File: src/sv/ewb_pkg.sv
// package for the exp-weighted 3x3 blur: shared types, register codes and constants
// no dependencies; imported by every module of the block
`default_nettype none

package ewb_pkg;

  // fixed field widths
  localparam int unsigned SMP_W     = 17;  // clamped sample, Q1.16
  localparam int unsigned IN_W      = 20;  // raw sample, signed Q3.16
  localparam int unsigned OUT_COL_W = 11;
  localparam int unsigned ROW_W     = 12;
  localparam int unsigned HGT_W     = 13;
  localparam int unsigned IMG_W_W   = 12;
  localparam int unsigned CH_CNT_W  = 3;
  localparam int unsigned WGT_W     = 17;
  localparam int unsigned RCP_W     = 25;
  localparam int unsigned CFG_IDX_W = 3;
  localparam int unsigned CFG_DAT_W = 25;
  localparam int unsigned NUM_OUT_CH = 4;
  localparam int unsigned IN_DATA_W  = 80;
  localparam int unsigned OUT_DATA_W = 96;

  // issue-to-writeback latency of the channel pipeline
  localparam int unsigned MAC_LAT = 4;

  localparam logic [SMP_W-1:0] ONE_Q16   = 17'd65536;
  localparam logic [RCP_W-1:0] RCP_MAX   = 25'd16777216;
  localparam logic [HGT_W-1:0] HGT_MIN   = 13'd3;
  localparam logic [HGT_W-1:0] HGT_MAX   = 13'd4096;

  // register reset values
  localparam logic [IMG_W_W-1:0]  RST_IMAGE_WIDTH   = 12'd640;
  localparam logic [HGT_W-1:0]    RST_IMAGE_HEIGHT  = 13'd480;
  localparam logic [CH_CNT_W-1:0] RST_CHANNEL_COUNT = 3'd3;
  localparam logic [WGT_W-1:0]    RST_WEIGHT_EDGE   = 17'd65536;
  localparam logic [WGT_W-1:0]    RST_WEIGHT_CORNER = 17'd65536;
  localparam logic [RCP_W-1:0]    RST_NORM_RECIP    = 25'd1864135;

  typedef logic [SMP_W-1:0] smp_t;

  typedef enum logic [CFG_IDX_W-1:0] {
    REG_IMAGE_WIDTH   = 3'd0,
    REG_IMAGE_HEIGHT  = 3'd1,
    REG_CHANNEL_COUNT = 3'd2,
    REG_WEIGHT_EDGE   = 3'd3,
    REG_WEIGHT_CORNER = 3'd4,
    REG_NORM_RECIP    = 3'd5
  } cfg_reg_e;

  typedef struct packed {
    logic [IMG_W_W-1:0]  image_width;
    logic [HGT_W-1:0]    image_height;
    logic [CH_CNT_W-1:0] channel_count;
    logic [WGT_W-1:0]    weight_edge;
    logic [WGT_W-1:0]    weight_corner;
    logic [RCP_W-1:0]    norm_recip;
  } cfg_t;

  typedef enum logic [2:0] {
    ST_CLEAR,
    ST_IDLE,
    ST_READ,
    ST_CALC,
    ST_LOAD
  } ctrl_state_e;

  // controller to datapath
  typedef struct packed {
    logic clear;   // zero one line-store row
    logic accept;  // word taken, latch pixel and read line store
    logic shift;   // shift window, write line store back
    logic issue;   // start one channel in the pipeline
    logic load;    // move results into the output register
  } cmd_t;

  // datapath to controller
  typedef struct packed {
    logic clear_last;
    logic interior;
  } sts_t;

endpackage

`default_nettype wire

File: src/sv/ewb_ctrl.sv
// controller of the blur: line-store clearing, word acceptance, channel issue, output hand-off
// depends on ewb_pkg
`default_nettype none

module ewb_ctrl #(
  parameter int unsigned MAX_CHANNELS = 4,
  parameter int unsigned CHW          = 2
) (
  input  wire logic           clk_i,
  input  wire logic           rst_ni,
  input  wire logic           s_tvalid_i,
  output logic                s_tready_o,
  output logic                m_tvalid_o,
  input  wire logic           m_tready_i,
  input  wire ewb_pkg::sts_t  sts_i,
  output ewb_pkg::cmd_t       cmd_o,
  output logic [CHW-1:0]      chan_o
);
  import ewb_pkg::*;

  localparam int unsigned CALC_LEN = MAX_CHANNELS + MAC_LAT;
  localparam int unsigned CNT_W    = $clog2(CALC_LEN);

  ctrl_state_e      state_q, state_d;
  logic [CNT_W-1:0] cnt_q, cnt_d;
  logic             ovld_q, ovld_d;
  logic             calc_last, slot_free;

  assign calc_last = (cnt_q == CNT_W'(CALC_LEN - 1));
  assign slot_free = !ovld_q || m_tready_i;

  always_comb begin
    state_d = state_q;
    unique case (state_q)
      ST_CLEAR: if (sts_i.clear_last) state_d = ST_IDLE;
      ST_IDLE:  if (s_tvalid_i) state_d = ST_READ;
      ST_READ:  state_d = sts_i.interior ? ST_CALC : ST_IDLE;
      ST_CALC:  if (calc_last) state_d = ST_LOAD;
      ST_LOAD:  if (slot_free) state_d = ST_IDLE;
      default:  state_d = ST_CLEAR;
    endcase
  end

  always_comb begin
    cmd_o      = '0;
    s_tready_o = 1'b0;
    cnt_d      = '0;
    ovld_d     = ovld_q && !m_tready_i;
    unique case (state_q)
      ST_CLEAR: cmd_o.clear = 1'b1;
      ST_IDLE: begin
        s_tready_o   = 1'b1;
        cmd_o.accept = s_tvalid_i;
      end
      ST_READ:  cmd_o.shift = 1'b1;
      ST_CALC: begin
        cmd_o.issue = (cnt_q < CNT_W'(MAX_CHANNELS));
        cnt_d       = calc_last ? '0 : cnt_q + 1'b1;
      end
      ST_LOAD: begin
        cmd_o.load = slot_free;
        if (slot_free) ovld_d = 1'b1;
      end
      default: cmd_o = '0;
    endcase
  end

  assign chan_o     = cnt_q[CHW-1:0];
  assign m_tvalid_o = ovld_q;

  always_ff @(posedge clk_i or negedge rst_ni) begin
    if (!rst_ni) begin
      state_q <= ST_CLEAR;
      cnt_q   <= '0;
      ovld_q  <= 1'b0;
    end else begin
      state_q <= state_d;
      cnt_q   <= cnt_d;
      ovld_q  <= ovld_d;
    end
  end

endmodule

`default_nettype wire

File: config.mk
export PLATFORM = sky130hd
export DESIGN_NAME = ewb_ctrl
export DESIGN_NICKNAME = d
export VERILOG_FILES = /design/src/sv/ewb_pkg.sv /design/src/sv/ewb_ctrl.sv
export SDC_FILE = /design/constraint.sdc
export NUM_CORES = 1
export LEC_CHECK = 0
export ABC_AREA = 1
export BUFFER_PORTS_ARGS = -buffer_cell sky130_fd_sc_hd__buf_2
export CAP_MARGIN = 20
export CORE_AREA = 2 2 39 41
export CTS_CLUSTER_DIAMETER = 50
export DETAILED_ROUTE_END_ITERATION = 12
export DIE_AREA = 0 0 41 43
export GPL_TIMING_DRIVEN = 0
export PLACE_DENSITY = 0.62
export SLEW_MARGIN = 20
export SYNTH_ARGS = -nofsm -noshare
export SYNTH_HDL_FRONTEND = slang
export SYNTH_SLANG_ARGS = --single-unit
File: constraint.sdc
create_clock -name clk_i -period 1.5 [get_ports clk_i]
set_clock_uncertainty 0.05 [all_clocks]
set_input_delay 0 -clock clk_i [delete_from_list [all_inputs] [get_ports clk_i]]
set_output_delay 0 -clock clk_i [all_outputs]
set_load 0.02 [all_outputs]
==> summary.txt <==
Clocking
  • Clock sinks: 7
  • H-tree levels: 1
  • Worst-path clk slew: approximately 0.05 ns
  • TritonCTS clock tree: done
  • Clock Tree Root: clkbuf_4
  • Total CTS buffers: 3
  • Skew-Pair Late Insertion Delay: around 0.25 ns
  • Setup Buffers After CTS: 0
  • Maximum buffer depth of the clock tree: 2

Power
  • Pleak: 0.000354 uW
  • Peak supply drop: between 0.6 and 0.7 mV
  • Psw: around 500 uW
  • PD cells: ~1900 mW/mm^2
  • Clock share of power: 0.163
  • Sequential share of power: 0.312
  • Int Pwr: between 500 and 600 uW
  • Net Sw Frac: 0.477
  • Combinational share of power: 0.524

Place
  • Port Buffers: 14
  • Post-DP HPWL: 605 um
  • Area after DPL: 515 um^2
  • Gpl congestion: ~0.72

Layout
  • Fin area: between 500 and 600 um^2
  • Most frequent cells in the layout: 14 x buf_2, 13 x inv_1, 9 x nor2_1
  • Area grow syn2layout: 32.1%
  • Ant. Diodes: 0
  • Nets: between 80 and 90
  • Layout cells sized above 1: 0.329
  • Most common cell after layout, fill and taps aside: buf_2

Drt
  • Top Layer Used: met4
  • Initial DRC count: 1
  • Routed length per instance: between 7 and 8 um
  • Drt first pass iters: 4
  • Via count: between 300 and 400
  • Via density: about 4.2
  • Aggregate routed wire length: 720 um
  • Metal3 WL: roughly 19 um
  • Residual DRC count: 0
  • M1 wire length: approximately 330 um
  • Met2 routed WL: approximately 360 um
  • Routed Antenna Nets: 0

Floorplan
  • Core ar.: around 0.0014 mm^2
  • Ports: 15
  • Die width: 41 um
  • Initial Util: 0.307
  • Total Die Area: 0.00176 mm^2
  • Die H: 43 um
  • Row count: 14

Synthesis
  • Synth Area in Adders: 0.0588
  • Seq/Total Area, Yosys: 0.412
  • Syn nets: 67
  • Register bit total from synthesis: 7
  • Compound-Gate Fraction of Synth Area: 0.0353
  • Yosys warns: 0
  • Combinational family with the most area after synthesis: simple AND/OR/NAND/NOR gates
  • Post-synthesis cell count: slightly below 60
  • Post-synthesis mux area share: 0
  • Synthesized area per cell: ~7 um^2
  • Mapped Area: around 430 um^2
  • Post-Synth XOR/XNOR Area: 0
  • Yosys cell types: 13
  • Simple-gate portion of the synthesized area: 0.318

Status
  • Outcome: finished clean

Setup path
  • CP Max Fanout: 3
  • CP Launch Type: flop
  • Critical Path RT: around 1.6 ns
  • Max incr delay on CP: just under 0.4 ns
  • Crit Path Class: reg2reg
  • Slowest library cell on the worst path: dfrtp_1
  • Critical-path cell list: ha_1 > ha_1 > inv_1 > nand2_2 > nand2_2 > inv_2 > nand3_1 > nand2_1
  • WP data arrival: around 1.4 ns
  • Setup crit end kind: flop

Global routing
  • Initial antenna violation count: 0
  • GRT Overall Usage: 0.106
  • First-pass GRT wire length: about 1.3 mm
  • Largest net degree at the start of global routing: 8
  • Gr ovfl total: 0
  • Vias in the first global route: between 300 and 400

Timing
  • Setup TNS: 0 ns
  • Endpoints failing setup: 0
  • Worst Max-Slew Pin Slew: 0.278 ns
  • RSZ-0062 raised after global routing: false
  • Final period utilization: 0.882
  • Fin crit period: 1.32 ns
  • Max Fclk: ~760 MHz
  • Final hold vios: 0
  • Max Slew Vio Count: 0
  • Slew HR: 0.815

Job
  • Max_cap viols: 0

Worst hold path
  • Worst min path class: in2reg
[per-layer routing]
layer	vias up	track usage
li1	216	-
met1	175	0.128
met2	6	0.159
met3	2	0.0157
met4	0	0.0800
met5	-	0
[registers in the layout, indices dropped and copies added (netlist names)]
name	cells
cnt_q	3
m_tvalid_o	1
state_q	3
[per-stage QoR]
stage / utilization / setup slack [ns] / hold slack [ns] / std cells / total power [uW]
after detailed placement: 0.373 / 0.176 / -0.209 / 89 / 895
after global placement: 0.373 / 0.177 / -0.211 / 89 / 886
after global routing: 0.406 / 0.0652 / 0.0809 / 95 / 1170
after CTS: 0.406 / 0.164 / 0.0469 / 95 / 1070
after floorplan: - / 0.271 / -0.346 / 59 / 740
final: 0.406 / 0.177 / 0.0456 / 95 / 1060
[cells by family (layout without fill, tap and decap cells)]
group                    after synthesis  count (layout)
adder cells (fa/ha/maj)                2               2
flip-flops                             7               7
AO/OA/AOI/OAI                          3               3
buffers and inverters                 18              38
AND/OR/NAND/NOR                       29              29
[synth_stat cells]
library cell,instances,share of area
inv_2,3,0.026
buf_4,2,0.035
ha_1,2,0.059
nor2_1,9,0.079
o21ai_1,2,0.024
a21oi_1,1,0.012
nor2_4,1,0.026
nand3_1,8,0.094
nor3_1,1,0.012
nand2_2,3,0.044
nand2_1,7,0.062
inv_1,13,0.11
dfrtp_1,7,0.41
[final timing paths]
kind,cells past startpoint,slack (ns),startpoint,endpoint
max,8,0.18,cnt_q[0],state_q[0]
min in group asynchronous,2,0.06,rst_ni,state_q[0]
max in group asynchronous,2,1.19,rst_ni,cnt_q[0]
min reg2reg,1,0.41,cnt_q[0],cnt_q[0]
min,5,0.05,sts_i[0],state_q[1]
max reg2reg,8,0.18,cnt_q[0],state_q[0]
[repair_timing]
item                      CTS  global route
resized for setup           0             0
hold endpoints to repair    8             0
hold buffers                2             0
[layout make-up]
type	instances	area (um^2)
fill	148	822
sequential	7	175
multi-input combinational	34	175
timing repair buffer	16	90.1
inverter	16	60.1
clock buffer	4	26.3
tap	16	20.0
buffer	2	15.0
[power by group through the flow]
| stage | Combinational (uW) | Sequential, uW | Clock, uW |
|---|---|---|---|
| 3_5_place_dp | 561 | 335 | 0 |
| 6_report | 555 | 331 | 173 |
| 2_1_floorplan | 409 | 331 | 0 |
| 3_3_place_gp | 551 | 335 | 0 |
| 4_1_cts | 566 | 331 | 175 |
| 5_1_grt | 640 | 343 | 189 |
[worst max-delay path: cells and delay by family, from the launching register on]
family	cells	cell delay, ns
flip-flops	1	0.39
adder cells (fa/ha/maj)	2	0.38
AND/OR/NAND/NOR	4	0.28
buffers and inverters	2	0.10
Power figures use the tool's default switching activity.
